==> src/rtl/vas_pkg.sv <==
`default_nettype none
// ----------------------------------------------------------------------------
// Voice allocator package
// Sizes, operation/status/command codes and the controller-datapath structs.
// ----------------------------------------------------------------------------
package vas_pkg;

  localparam int VOICES   = 16;
  localparam int BUFFERS  = 16;
  localparam int VIDX_W   = (VOICES > 1) ? $clog2(VOICES) : 1;
  localparam int HANDLE_W = 32;
  localparam int STAMP_W  = 32;
  localparam int CNT_W    = 5;

  localparam logic [CNT_W-1:0] CNT_MAX = '1;

  // first handle issued after reset and after a wrap
  localparam logic [HANDLE_W-1:0] HANDLE_FIRST = HANDLE_W'(1);

  // request actions
  localparam logic [2:0] ACT_PLAY   = 3'd0;
  localparam logic [2:0] ACT_STOP   = 3'd1;
  localparam logic [2:0] ACT_PAUSE  = 3'd2;
  localparam logic [2:0] ACT_RESUME = 3'd3;
  localparam logic [2:0] ACT_REWIND = 3'd4;
  localparam logic [2:0] ACT_QUERY  = 3'd5;
  localparam logic [2:0] ACT_COUNT  = 3'd6;
  localparam logic [2:0] ACT_ENDED  = 3'd7;

  // result status
  localparam logic [2:0] ST_OK        = 3'd0;
  localparam logic [2:0] ST_NOT_READY = 3'd1;
  localparam logic [2:0] ST_NO_NAME   = 3'd2;
  localparam logic [2:0] ST_NO_VOICE  = 3'd3;
  localparam logic [2:0] ST_UNKNOWN   = 3'd4;

  // voice engine commands
  localparam logic [2:0] VC_NONE    = 3'd0;
  localparam logic [2:0] VC_START   = 3'd1;
  localparam logic [2:0] VC_RELEASE = 3'd2;
  localparam logic [2:0] VC_PAUSE   = 3'd3;
  localparam logic [2:0] VC_RESUME  = 3'd4;
  localparam logic [2:0] VC_REWIND  = 3'd5;

  typedef logic [VIDX_W-1:0] vidx_t;

  // controller to datapath
  typedef struct packed {
    logic capture;
    logic step;
    logic apply;
  } ctrl_cmd_t;

  // datapath to controller
  typedef struct packed {
    logic scan_last;
    logic out_busy;
  } dp_sts_t;

endpackage
`default_nettype wire

==> src/rtl/vas_if.sv <==
`default_nettype none
// ----------------------------------------------------------------------------
// Voice allocator channels
// Request, result and configuration channels with valid/ready handshake.
// ----------------------------------------------------------------------------
interface vas_req_if;
  logic        valid;
  logic        ready;
  logic [2:0]  action;
  logic [31:0] handle;
  logic [3:0]  buffer_slot;
  logic        name_found;
  logic [15:0] gain;
  logic        looping;
  logic        keep;
  logic [3:0]  ended_voice;

  modport source (output valid, action, handle, buffer_slot, name_found, gain,
                  looping, keep, ended_voice, input ready);
  modport sink (input valid, action, handle, buffer_slot, name_found, gain,
                looping, keep, ended_voice, output ready);
endinterface

interface vas_rsp_if;
  logic        valid;
  logic        ready;
  logic [2:0]  status;
  logic [31:0] handle_out;
  logic [3:0]  voice_index;
  logic [2:0]  voice_command;
  logic [3:0]  buffer_out;
  logic [15:0] gain_out;
  logic        loop_out;
  logic        finished;
  logic [4:0]  playing_count;

  modport source (output valid, status, handle_out, voice_index, voice_command,
                  buffer_out, gain_out, loop_out, finished, playing_count,
                  input ready);
  modport sink (input valid, status, handle_out, voice_index, voice_command,
                buffer_out, gain_out, loop_out, finished, playing_count,
                output ready);
endinterface

interface vas_cfg_if;
  logic valid;
  logic ready;
  logic audio_ready;

  modport source (output valid, audio_ready, input ready);
  modport sink (input valid, audio_ready, output ready);
endinterface
`default_nettype wire

==> src/rtl/vas_ctrl.sv <==
`default_nettype none
// ----------------------------------------------------------------------------
// Voice allocator controller
// Sequences capture, table scan and apply for one request at a time.
// ----------------------------------------------------------------------------
module vas_ctrl (
  input  logic                clk,
  input  logic                rst,
  input  logic                req_valid,
  output logic                req_ready,
  input  vas_pkg::dp_sts_t    sts,
  output vas_pkg::ctrl_cmd_t  cmd
);

  typedef enum logic [1:0] {S_IDLE, S_SCAN, S_APPLY} state_t;

  state_t state;

  // advance through idle, scan and apply
  always_ff @(posedge clk) begin
    if (rst) begin
      state <= S_IDLE;
    end else begin
      case (state)
        S_IDLE: begin
          if (req_valid) state <= S_SCAN;
        end
        S_SCAN: begin
          if (sts.scan_last) state <= S_APPLY;
        end
        S_APPLY: begin
          if (!sts.out_busy) state <= S_IDLE;
        end
        default: state <= S_IDLE;
      endcase
    end
  end

  // decode commands; hold apply while the result register is full and not being taken
  always_comb begin
    req_ready   = (state == S_IDLE);
    cmd.capture = req_ready && req_valid;
    cmd.step    = (state == S_SCAN);
    cmd.apply   = (state == S_APPLY) && !sts.out_busy;
  end

endmodule
`default_nettype wire

==> src/rtl/vas_dp.sv <==
`default_nettype none
// ----------------------------------------------------------------------------
// Voice allocator datapath
// Voice table, one-voice-per-cycle scan, apply logic and result register.
// ----------------------------------------------------------------------------
module vas_dp (
  input  logic               clk,
  input  logic               rst,
  input  vas_pkg::ctrl_cmd_t cmd,
  output vas_pkg::dp_sts_t   sts,
  input  logic [2:0]         action,
  input  logic [31:0]        handle,
  input  logic [3:0]         buffer_slot,
  input  logic               name_found,
  input  logic [15:0]        gain,
  input  logic               looping,
  input  logic               keep,
  input  logic [3:0]         ended_voice,
  vas_cfg_if.sink            cfg,
  vas_rsp_if.source          rsp
);

  // captured request
  logic [2:0]  r_action;
  logic [31:0] r_handle;
  logic [3:0]  r_buffer;
  logic        r_found;
  logic [15:0] r_gain;
  logic        r_loop;
  logic        r_keep;
  logic [3:0]  r_ended;

  logic audio_ready;

  // voice table
  logic [vas_pkg::HANDLE_W-1:0] owner [vas_pkg::VOICES];
  logic [vas_pkg::STAMP_W-1:0]  stamp [vas_pkg::VOICES];
  logic [vas_pkg::VOICES-1:0]   kept;
  logic [vas_pkg::VOICES-1:0]   loaded;
  logic [vas_pkg::VOICES-1:0]   sounding;

  logic [vas_pkg::HANDLE_W-1:0] handle_counter;
  logic [vas_pkg::HANDLE_W-1:0] handle_counter_next;
  logic [vas_pkg::STAMP_W-1:0]  stamp_counter;

  // scan state
  vas_pkg::vidx_t              scan_idx;
  logic                        pick_hit;
  vas_pkg::vidx_t              pick_idx;
  logic                        old_hit;
  vas_pkg::vidx_t              old_idx;
  logic [vas_pkg::STAMP_W-1:0] old_stamp;
  logic                        look_hit;
  vas_pkg::vidx_t              look_idx;
  logic                        look_loaded;
  logic                        look_playing;
  logic [vas_pkg::CNT_W-1:0]   count;

  logic [vas_pkg::HANDLE_W-1:0] cur_owner;
  logic [vas_pkg::STAMP_W-1:0]  cur_stamp;
  logic                         cur_kept;
  logic                         cur_loaded;
  logic                         cur_playing;

  // apply results
  logic [2:0]                   n_status;
  logic [31:0]                  n_handle;
  vas_pkg::vidx_t               n_vidx;
  logic [2:0]                   n_cmd;
  logic [3:0]                   n_buf;
  logic [15:0]                  n_gain;
  logic                         n_loop;
  logic                         n_fin;
  logic [vas_pkg::CNT_W-1:0]    n_cnt;
  logic                         we_main;
  logic                         we_snd;
  logic                         we_stamp;
  logic                         bump;
  vas_pkg::vidx_t               w_idx;
  vas_pkg::vidx_t               play_idx;
  logic [vas_pkg::HANDLE_W-1:0] w_owner;
  logic                         w_kept;
  logic                         w_loaded;
  logic                         w_snd;
  logic                         buf_ok;
  logic                         ended_ok;

  // result register
  logic        o_valid;
  logic [2:0]  o_status;
  logic [31:0] o_handle;
  logic [3:0]  o_vidx;
  logic [2:0]  o_cmd;
  logic [3:0]  o_buf;
  logic [15:0] o_gain;
  logic        o_loop;
  logic        o_fin;
  logic [4:0]  o_cnt;

  // capture the request
  always_ff @(posedge clk) begin
    if (cmd.capture) begin
      r_action <= action;
      r_handle <= handle;
      r_buffer <= buffer_slot;
      r_found  <= name_found;
      r_gain   <= gain;
      r_loop   <= looping;
      r_keep   <= keep;
      r_ended  <= ended_voice;
    end
  end

  // configuration register
  assign cfg.ready = 1'b1;
  always_ff @(posedge clk) begin
    if (rst) begin
      audio_ready <= 1'b0;
    end else if (cfg.valid) begin
      audio_ready <= cfg.audio_ready;
    end
  end

  // read the voice under the scan pointer
  always_comb begin
    cur_owner   = owner[scan_idx];
    cur_stamp   = stamp[scan_idx];
    cur_kept    = kept[scan_idx];
    cur_loaded  = loaded[scan_idx];
    cur_playing = loaded[scan_idx] && sounding[scan_idx];
  end

  assign sts.scan_last = (scan_idx == vas_pkg::vidx_t'(vas_pkg::VOICES - 1));
  assign sts.out_busy  = o_valid && !rsp.ready;

  // scan: free pick, oldest steal candidate, handle lookup, playing count
  always_ff @(posedge clk) begin
    if (rst) begin
      scan_idx <= '0;
      pick_hit <= 1'b0;
      old_hit  <= 1'b0;
      look_hit <= 1'b0;
      count    <= '0;
    end else if (cmd.capture) begin
      scan_idx <= '0;
      pick_hit <= 1'b0;
      old_hit  <= 1'b0;
      look_hit <= 1'b0;
      count    <= '0;
    end else if (cmd.step) begin
      scan_idx <= vas_pkg::vidx_t'(scan_idx + 1'b1);
      if (!pick_hit && (cur_owner == '0 || (!cur_kept && !cur_playing))) begin
        pick_hit <= 1'b1;
        pick_idx <= scan_idx;
      end else if (!pick_hit && !cur_kept && (!old_hit || cur_stamp < old_stamp)) begin
        old_hit   <= 1'b1;
        old_idx   <= scan_idx;
        old_stamp <= cur_stamp;
      end
      if (!look_hit && r_handle != '0 && cur_owner == r_handle) begin
        look_hit     <= 1'b1;
        look_idx     <= scan_idx;
        look_loaded  <= cur_loaded;
        look_playing <= cur_playing;
      end
      if (cur_owner != '0 && cur_playing && count != vas_pkg::CNT_MAX) begin
        count <= count + 1'b1;
      end
    end
  end

  // next handle skips zero on wrap
  always_comb begin
    handle_counter_next = handle_counter + 1'b1;
    if (handle_counter_next == '0) handle_counter_next = vas_pkg::HANDLE_FIRST;
  end

  assign buf_ok   = 32'(r_buffer) < 32'(vas_pkg::BUFFERS);
  assign ended_ok = 32'(r_ended) < 32'(vas_pkg::VOICES);
  assign play_idx = pick_hit ? pick_idx : old_idx;

  // decide the result and the table update
  always_comb begin
    n_status = vas_pkg::ST_OK;
    n_handle = '0;
    n_vidx   = '0;
    n_cmd    = vas_pkg::VC_NONE;
    n_buf    = '0;
    n_gain   = '0;
    n_loop   = 1'b0;
    n_fin    = 1'b0;
    n_cnt    = '0;
    we_main  = 1'b0;
    we_snd   = 1'b0;
    we_stamp = 1'b0;
    bump     = 1'b0;
    w_idx    = look_idx;
    w_owner  = '0;
    w_kept   = 1'b0;
    w_loaded = 1'b0;
    w_snd    = 1'b0;
    case (r_action)
      vas_pkg::ACT_PLAY: begin
        if (!audio_ready) begin
          n_status = vas_pkg::ST_NOT_READY;
        end else if (!r_found || !buf_ok) begin
          n_status = vas_pkg::ST_NO_NAME;
        end else if (!pick_hit && !old_hit) begin
          n_status = vas_pkg::ST_NO_VOICE;
        end else begin
          we_main  = 1'b1;
          we_snd   = 1'b1;
          we_stamp = 1'b1;
          bump     = 1'b1;
          w_idx    = play_idx;
          w_owner  = handle_counter;
          w_kept   = r_keep;
          w_loaded = 1'b1;
          w_snd    = 1'b1;
          n_handle = handle_counter;
          n_vidx   = play_idx;
          n_cmd    = vas_pkg::VC_START;
          n_buf    = r_buffer;
          n_gain   = r_gain;
          n_loop   = r_loop;
        end
      end
      vas_pkg::ACT_STOP, vas_pkg::ACT_PAUSE, vas_pkg::ACT_RESUME,
      vas_pkg::ACT_REWIND, vas_pkg::ACT_QUERY: begin
        if (!look_hit) begin
          n_status = vas_pkg::ST_UNKNOWN;
          n_fin    = (r_action == vas_pkg::ACT_QUERY);
        end else begin
          n_vidx = look_idx;
          case (r_action)
            vas_pkg::ACT_STOP: begin
              we_main = 1'b1;
              we_snd  = 1'b1;
              n_cmd   = vas_pkg::VC_RELEASE;
            end
            vas_pkg::ACT_QUERY: begin
              n_fin = !look_playing;
            end
            vas_pkg::ACT_PAUSE: begin
              if (look_loaded) begin
                we_snd = 1'b1;
                n_cmd  = vas_pkg::VC_PAUSE;
              end
            end
            vas_pkg::ACT_RESUME: begin
              if (look_loaded) begin
                we_snd = 1'b1;
                w_snd  = 1'b1;
                n_cmd  = vas_pkg::VC_RESUME;
              end
            end
            vas_pkg::ACT_REWIND: begin
              if (look_loaded) begin
                we_snd = 1'b1;
                n_cmd  = vas_pkg::VC_REWIND;
              end
            end
            default: ;
          endcase
        end
      end
      vas_pkg::ACT_COUNT: begin
        n_cnt = count;
      end
      vas_pkg::ACT_ENDED: begin
        if (ended_ok) begin
          we_snd = 1'b1;
          w_idx  = vas_pkg::vidx_t'(r_ended);
          n_vidx = w_idx;
        end
      end
      default: ;
    endcase
  end

  // update the voice table and counters
  always_ff @(posedge clk) begin
    if (rst) begin
      for (int i = 0; i < vas_pkg::VOICES; i++) begin
        owner[i] <= '0;
      end
      kept           <= '0;
      loaded         <= '0;
      sounding       <= '0;
      handle_counter <= vas_pkg::HANDLE_FIRST;
      stamp_counter  <= '0;
    end else if (cmd.apply) begin
      if (we_main) begin
        owner[w_idx]  <= w_owner;
        kept[w_idx]   <= w_kept;
        loaded[w_idx] <= w_loaded;
      end
      if (we_snd) sounding[w_idx] <= w_snd;
      if (bump) begin
        handle_counter <= handle_counter_next;
        stamp_counter  <= stamp_counter + 1'b1;
      end
    end
  end

  // start stamps need no reset
  always_ff @(posedge clk) begin
    if (cmd.apply && we_stamp) stamp[w_idx] <= stamp_counter;
  end

  // result register: load on apply, drop when taken
  always_ff @(posedge clk) begin
    if (rst) begin
      o_valid <= 1'b0;
    end else if (cmd.apply) begin
      o_valid <= 1'b1;
    end else if (rsp.ready) begin
      o_valid <= 1'b0;
    end
  end

  always_ff @(posedge clk) begin
    if (cmd.apply) begin
      o_status <= n_status;
      o_handle <= n_handle;
      o_vidx   <= 4'(n_vidx);
      o_cmd    <= n_cmd;
      o_buf    <= n_buf;
      o_gain   <= n_gain;
      o_loop   <= n_loop;
      o_fin    <= n_fin;
      o_cnt    <= n_cnt;
    end
  end

  assign rsp.valid         = o_valid;
  assign rsp.status        = o_status;
  assign rsp.handle_out    = o_handle;
  assign rsp.voice_index   = o_vidx;
  assign rsp.voice_command = o_cmd;
  assign rsp.buffer_out    = o_buf;
  assign rsp.gain_out      = o_gain;
  assign rsp.loop_out      = o_loop;
  assign rsp.finished      = o_fin;
  assign rsp.playing_count = o_cnt;

endmodule
`default_nettype wire

==> src/rtl/voice_allocator_with_stealing.sv <==
`default_nettype none
// ----------------------------------------------------------------------------
// Voice allocator with oldest-first stealing
// Hands out playback voices to play requests and tracks their state.
// ----------------------------------------------------------------------------
// Each request is accepted, then the table is scanned a voice per cycle for a
// free voice, the oldest stealable voice, the named handle and the playing
// count, and then the update is applied and the result register loaded; the
// apply waits while the result register is full and not being taken. A finished
// result waits in that register while the next request is accepted and
// scanned. The configuration channel is always ready; write it only while no
// request is in flight. After reset the table is empty and no clearing pass is
// needed.
module voice_allocator_with_stealing (
  input  logic      clk,
  input  logic      rst,
  vas_req_if.sink   req,
  vas_rsp_if.source rsp,
  vas_cfg_if.sink   cfg
);

  vas_pkg::ctrl_cmd_t cmd;
  vas_pkg::dp_sts_t   sts;
  logic               req_ready;

  assign req.ready = req_ready;

  vas_ctrl u_ctrl (
    .clk       (clk),
    .rst       (rst),
    .req_valid (req.valid),
    .req_ready (req_ready),
    .sts       (sts),
    .cmd       (cmd)
  );

  vas_dp u_dp (
    .clk         (clk),
    .rst         (rst),
    .cmd         (cmd),
    .sts         (sts),
    .action      (req.action),
    .handle      (req.handle),
    .buffer_slot (req.buffer_slot),
    .name_found  (req.name_found),
    .gain        (req.gain),
    .looping     (req.looping),
    .keep        (req.keep),
    .ended_voice (req.ended_voice),
    .cfg         (cfg),
    .rsp         (rsp)
  );

endmodule
`default_nettype wire

==> src/flat_wrapper.sv <==
// flat-port wrapper written by rule: the top's interface ports become plain ports
module voice_allocator_with_stealing_flat 
  (clk, rst, req_valid, req_action, req_handle, req_buffer_slot, req_name_found, req_gain, req_looping, req_keep, req_ended_voice, req_ready, rsp_valid, rsp_status, rsp_handle_out, rsp_voice_index, rsp_voice_command, rsp_buffer_out, rsp_gain_out, rsp_loop_out, rsp_finished, rsp_playing_count, rsp_ready, cfg_valid, cfg_audio_ready, cfg_ready);
  vas_req_if req_i ();
  vas_rsp_if rsp_i ();
  vas_cfg_if cfg_i ();
  input  logic clk;
  input  logic rst;
  input wire logic [$bits(req_i.valid)-1:0] req_valid;
  input wire logic [$bits(req_i.action)-1:0] req_action;
  input wire logic [$bits(req_i.handle)-1:0] req_handle;
  input wire logic [$bits(req_i.buffer_slot)-1:0] req_buffer_slot;
  input wire logic [$bits(req_i.name_found)-1:0] req_name_found;
  input wire logic [$bits(req_i.gain)-1:0] req_gain;
  input wire logic [$bits(req_i.looping)-1:0] req_looping;
  input wire logic [$bits(req_i.keep)-1:0] req_keep;
  input wire logic [$bits(req_i.ended_voice)-1:0] req_ended_voice;
  output wire logic [$bits(req_i.ready)-1:0] req_ready;
  output wire logic [$bits(rsp_i.valid)-1:0] rsp_valid;
  output wire logic [$bits(rsp_i.status)-1:0] rsp_status;
  output wire logic [$bits(rsp_i.handle_out)-1:0] rsp_handle_out;
  output wire logic [$bits(rsp_i.voice_index)-1:0] rsp_voice_index;
  output wire logic [$bits(rsp_i.voice_command)-1:0] rsp_voice_command;
  output wire logic [$bits(rsp_i.buffer_out)-1:0] rsp_buffer_out;
  output wire logic [$bits(rsp_i.gain_out)-1:0] rsp_gain_out;
  output wire logic [$bits(rsp_i.loop_out)-1:0] rsp_loop_out;
  output wire logic [$bits(rsp_i.finished)-1:0] rsp_finished;
  output wire logic [$bits(rsp_i.playing_count)-1:0] rsp_playing_count;
  input wire logic [$bits(rsp_i.ready)-1:0] rsp_ready;
  input wire logic [$bits(cfg_i.valid)-1:0] cfg_valid;
  input wire logic [$bits(cfg_i.audio_ready)-1:0] cfg_audio_ready;
  output wire logic [$bits(cfg_i.ready)-1:0] cfg_ready;
  assign req_i.valid = req_valid;
  assign req_i.action = req_action;
  assign req_i.handle = req_handle;
  assign req_i.buffer_slot = req_buffer_slot;
  assign req_i.name_found = req_name_found;
  assign req_i.gain = req_gain;
  assign req_i.looping = req_looping;
  assign req_i.keep = req_keep;
  assign req_i.ended_voice = req_ended_voice;
  assign req_ready = req_i.ready;
  assign rsp_valid = rsp_i.valid;
  assign rsp_status = rsp_i.status;
  assign rsp_handle_out = rsp_i.handle_out;
  assign rsp_voice_index = rsp_i.voice_index;
  assign rsp_voice_command = rsp_i.voice_command;
  assign rsp_buffer_out = rsp_i.buffer_out;
  assign rsp_gain_out = rsp_i.gain_out;
  assign rsp_loop_out = rsp_i.loop_out;
  assign rsp_finished = rsp_i.finished;
  assign rsp_playing_count = rsp_i.playing_count;
  assign rsp_i.ready = rsp_ready;
  assign cfg_i.valid = cfg_valid;
  assign cfg_i.audio_ready = cfg_audio_ready;
  assign cfg_ready = cfg_i.ready;
  voice_allocator_with_stealing u_core (.clk(clk), .rst(rst), .req(req_i), .rsp(rsp_i), .cfg(cfg_i));
endmodule
==> config.mk <==
export PLATFORM = sky130hd
export DESIGN_NAME = voice_allocator_with_stealing_flat
export DESIGN_NICKNAME = d
export VERILOG_FILES = /design/src/rtl/vas_pkg.sv /design/src/rtl/vas_if.sv /design/src/rtl/vas_ctrl.sv /design/src/rtl/vas_dp.sv /design/src/rtl/voice_allocator_with_stealing.sv /design/src/flat_wrapper.sv
export SDC_FILE = /design/constraint.sdc
export NUM_CORES = 2
export LEC_CHECK = 0
export BUFFER_PORTS_ARGS = -buffer_cell sky130_fd_sc_hd__buf_2
export CORE_ASPECT_RATIO = 1.4
export CORE_MARGIN = 3
export CORE_UTILIZATION = 55
export DETAILED_ROUTE_END_ITERATION = 8
export PLACE_DENSITY = 0.74
export SLEW_MARGIN = 20
export SYNTH_ARGS = -nofsm -noshare
export SYNTH_HDL_FRONTEND = slang
export SYNTH_SLANG_ARGS = --single-unit
==> constraint.sdc <==
create_clock -name clk -period 7.57 [get_ports clk]
set_input_delay 1.8925 -clock clk [delete_from_list [all_inputs] [get_ports clk]]
set_output_delay 1.8925 -clock clk [all_outputs]
set_load 0.01 [all_outputs]
==> results.py <==
metrics = {
    "synth": {
        "synth_edf_count": 1201,
        "synth_flop_cell": "edfxtp_1",
        "syn_area_per_cell_um2": 16.2,
        "postSynthCellCount": 3377,
        "synth_nets": 3481,
        "yosysSeqAreaShare_pct": 70.8,
        "synth-seq-cells": 1333,
        "synth_cell_types": 68,
        "netlist_area_um2": 54700,
        "async_flop_share_pct": 0,
        "ys_warn_count": 0,
    },
    "route": {
        "firstDrtPassIters": 6,
        "antenna_left": 0,
        "drc": 0,
        "vias_per_cell": 6.33,
        "vias": 31100,
        "wl_per_cell_um": 28.6,
        "wl_um": 140000,
        "drt_iter0_markers": 3867,
    },
    "clock_network": {
        "cts_tree": "yes",
        "cts_made_buffers": 119,
        "cts_setup_buffers": 0,
        "clock_path_buffers": 3,
        "postCtsHoldBufs": 0,
        "cts_max_level": 3,
        "cts-resized-gates": 0,
        "clock_sinks": 1333,
        "clk_pin_slew_worst_paths_ns": 0.07,
        "cts-root-buf": "clkbuf_16",
        "insertion_delay_ns": 0.72,
    },
    "sta": {
        "worstMarginPinSlew_ns": 1.21,
        "finalSetupViolCount": 0,
        "hold_viol": 0,
        "fin_skew_ns": 0.0373,
        "final.min_clock_period_ns": 5.53,
        "final.period_utilization_pct": 73.0,
        "slew_viol_final": 0,
        "slew_headroom_pct": 17.5,
        "fmax_mhz": 181,
        "rsz0062_at_grt": "no",
        "setup_tns_ns": 0,
    },
    "final_layout": {
        "fin_area_um2": 61100,
        "antenna_cells": 0,
        "drive_above_1_share_pct": 22.0,
        "final_nets": 3600,
        "seq_area_um2": 38700,
        "num-fill-cells": 6966,
        "areaGrowthSynthToFinish_pct": 11.7,
        "multiInputGateArea_um2": 14900,
        "stdcell_count": 4912,
    },
    "global_routing": {
        "antenna_found_initial": 1,
        "track_usage_pct": 27.3,
        "grt_max_degree": 70,
        "grt_pass1_vias": 31600,
        "grt_pass1_wl_um": 205000,
        "overflow": 0,
    },
    "pwr": {
        "p_per_area_nw_per_um2": 244,
        "vdd_drop_max_mv": 0.212,
        "p_leak_uw": 0.0215,
    },
    "die": {
        "initial_core_util_pct": 55.6,
        "die_h_um": 379,
        "dieArea_um2": 103000,
        "core_um2": 98400,
        "dieWidth_um": 272,
        "io_pins": 140,
        "placementRows": 136,
    },
    "critical_path": {
        "r2r-end": "u_core.u_dp.old_stamp[30]",
        "r2r_slack_ns": 2.04,
        "crit_fanout": 27,
        "r2r_cells": 15,
        "critPathSlowestCell": "dfxtp_4",
        "max_stage_delay_ns": 0.69,
        "path_cells": "buf_12 > buf_4 > buf_4 > mux4_2 > mux4_2 > ha_1 > a21o_1 > a21oi_1 > nor2b_1 > o21ai_0 > nand2b_1 > a21oi_1 > o2111ai_1 > a31oi_4 > buf_4",
        "worstPathRequired_ns": 7.94,
        "crit_type": "reg2reg",
        "critPathCaptureType": "flop",
        "cp.arrival_ns": 5.90,
        "cp-start-kind": "flop",
        "crit_top_cell": "buf_4",
    },
    "outcome": {
        "outcome": "complete, no violations",
    },
    "placement": {
        "placedCellCount": 4685,
        "finalWeightedCongestion": 0.878,
        "port-buffer-count": 138,
        "placed_area_um2": 57000,
        "dpl.hpwl_um": 79900,
    },
    "worst_hold_path": {
        "hold-path-endpoint": "u_core.u_dp.loaded[1]",
        "min_path_type": "reg2reg",
        "holdCritStartpoint": "u_core.u_dp.loaded[1]",
        "hold_depth": 1,
    },
    "job": {
        "maxCapViolCount": 0,
    },
}
[through the flow]
stage	power (uW)	setup slack, ns	util [%]	hold WS, ns
after global placement	8800	1.79	57.9	0.436
after detailed placement	8810	1.80	57.9	0.444
after CTS	15000	1.78	62.1	0.465
final	14900	2.04	62.1	0.464
after floorplan	8630	0.0885	-	0.420
after global routing	15300	1.64	62.1	0.474
[worst max path at each step]
stage,endpoint,slack [ns],cells after the start
2_1_floorplan,u_core.u_dp.old_idx[0],0.09,20
3_3_place_gp,u_core.u_dp.old_stamp[31],1.79,12
5_1_grt,u_core.u_dp.old_stamp[31],1.64,15
6_report,u_core.u_dp.old_stamp[30],2.04,15
4_1_cts,u_core.u_dp.old_stamp[30],1.78,12
3_5_place_dp,u_core.u_dp.old_stamp[30],1.80,12
[worst max-delay path: cells and delay by family, from the launching register on]
kind / cells / cell delay, ns
buf+inv: 4 / 1.51
compound gates: 6 / 1.44
mux: 2 / 1.00
flops: 1 / 0.69
fa+ha+maj: 1 / 0.33
simple gates: 2 / 0.14
[per-layer routing]
metal	vias to the layer above	share of wire (%)	track usage [%]
li1	13100	-	-
met1	15800	35	33.3
met2	1729	51	47.4
met3	440	8.3	4.13
met4	2	5.7	14.3
met5	-	0.014	0
[flip-flops by register name (all words and copies together) (netlist names), 5 cells and up, named ones only]
name,flops
u_core.u_dp.rsp.gain_out,16
u_core.u_dp.old_stamp,32
u_core.u_dp.kept,16
u_core.u_dp.sounding,16
u_core.u_dp.count,5
u_core.u_dp.rsp.handle_out,32
u_core.u_dp.stamp,512
u_core.u_dp.r_gain,16
u_core.u_dp.loaded,16
u_core.u_dp.owner,512
u_core.u_dp.stamp_counter,32
u_core.u_dp.handle_counter,32
u_core.u_dp.r_handle,32
u_core.u_dp.rsp.playing_count,5
[logic make-up after synthesis]
family                     synth area share (%)
buffers and inverters                      2.30
xor gates and xnor gates                   1.47
AOI/OAI and AO/OA                          2.63
adders and majority gates                 0.824
DFF                                        70.8
and+or+nand+nor                            8.10
other                                   0.00686
muxes                                      13.9
[Yosys cell counts (11+ instances only)]
cell	n	area share, %
edfxtp_1	1201	66
nor2_1	637	4.4
mux4_2	301	12
clkbuf_1	177	1.2
nand2_1	140	0.96
dfxtp_1	132	4.8
inv_1	92	0.63
a21oi_1	56	0.51
mux2i_1	46	0.84
xnor2_1	46	0.74
xor2_1	46	0.74
nand3_1	44	0.40
ha_1	36	0.82
and3_1	34	0.39
nor3_1	34	0.31
o2bb2ai_1	31	0.50
o21ai_0	29	0.27
nand4_1	26	0.30
nor4_1	22	0.25
buf_1	19	0.13
buf_2	19	0.17
a22oi_1	16	0.22
nor2b_1	14	0.16
a21o_1	13	0.18
or3_1	13	0.15
a31oi_1	11	0.13
and2_1	11	0.13
[report_power, final]
group | switching [uW] | internal (uW)
Clock | 2650 | 3600
Sequential | 68.4 | 8100
Combinational | 289 | 200
[final cells by class]
type / count / share of cell area [%]
multi-input cells: 1728 / 24.4
flip-flops and latches: 1333 / 63.4
inverters: 93 / 0.580
clock inverters: 65 / 1.15
well taps: 1311 / 2.68
clock buffers: 161 / 5.52
repair buffers: 221 / 2.30
[cell usage in the layout, fill, tap and decap left out, types with 9 or more instances in the layout]
master / count
a211oi_1: 9
a21o_1: 13
a21oi_1: 56
a22oi_1: 16
a31oi_1: 10
and2_1: 11
and3_1: 34
buf_2: 137
buf_4: 77
bufinv_16: 14
clkbuf_1: 25
clkbuf_16: 125
clkbuf_8: 11
clkinv_1: 15
clkinv_2: 27
dfxtp_1: 129
edfxtp_1: 1201
ha_1: 36
inv_1: 74
inv_2: 15
mux2i_1: 46
mux4_1: 10
mux4_2: 301
nand2_1: 124
nand2_2: 16
nand2b_1: 10
nand3_1: 44
nand4_1: 26
nor2_1: 635
nor2b_1: 14
nor3_1: 17
nor3_2: 17
nor4_1: 19
o21ai_0: 29
o2bb2ai_1: 31
or3_1: 13
xnor2_1: 46
xor2_1: 46
Power figures use the tool's default switching activity.
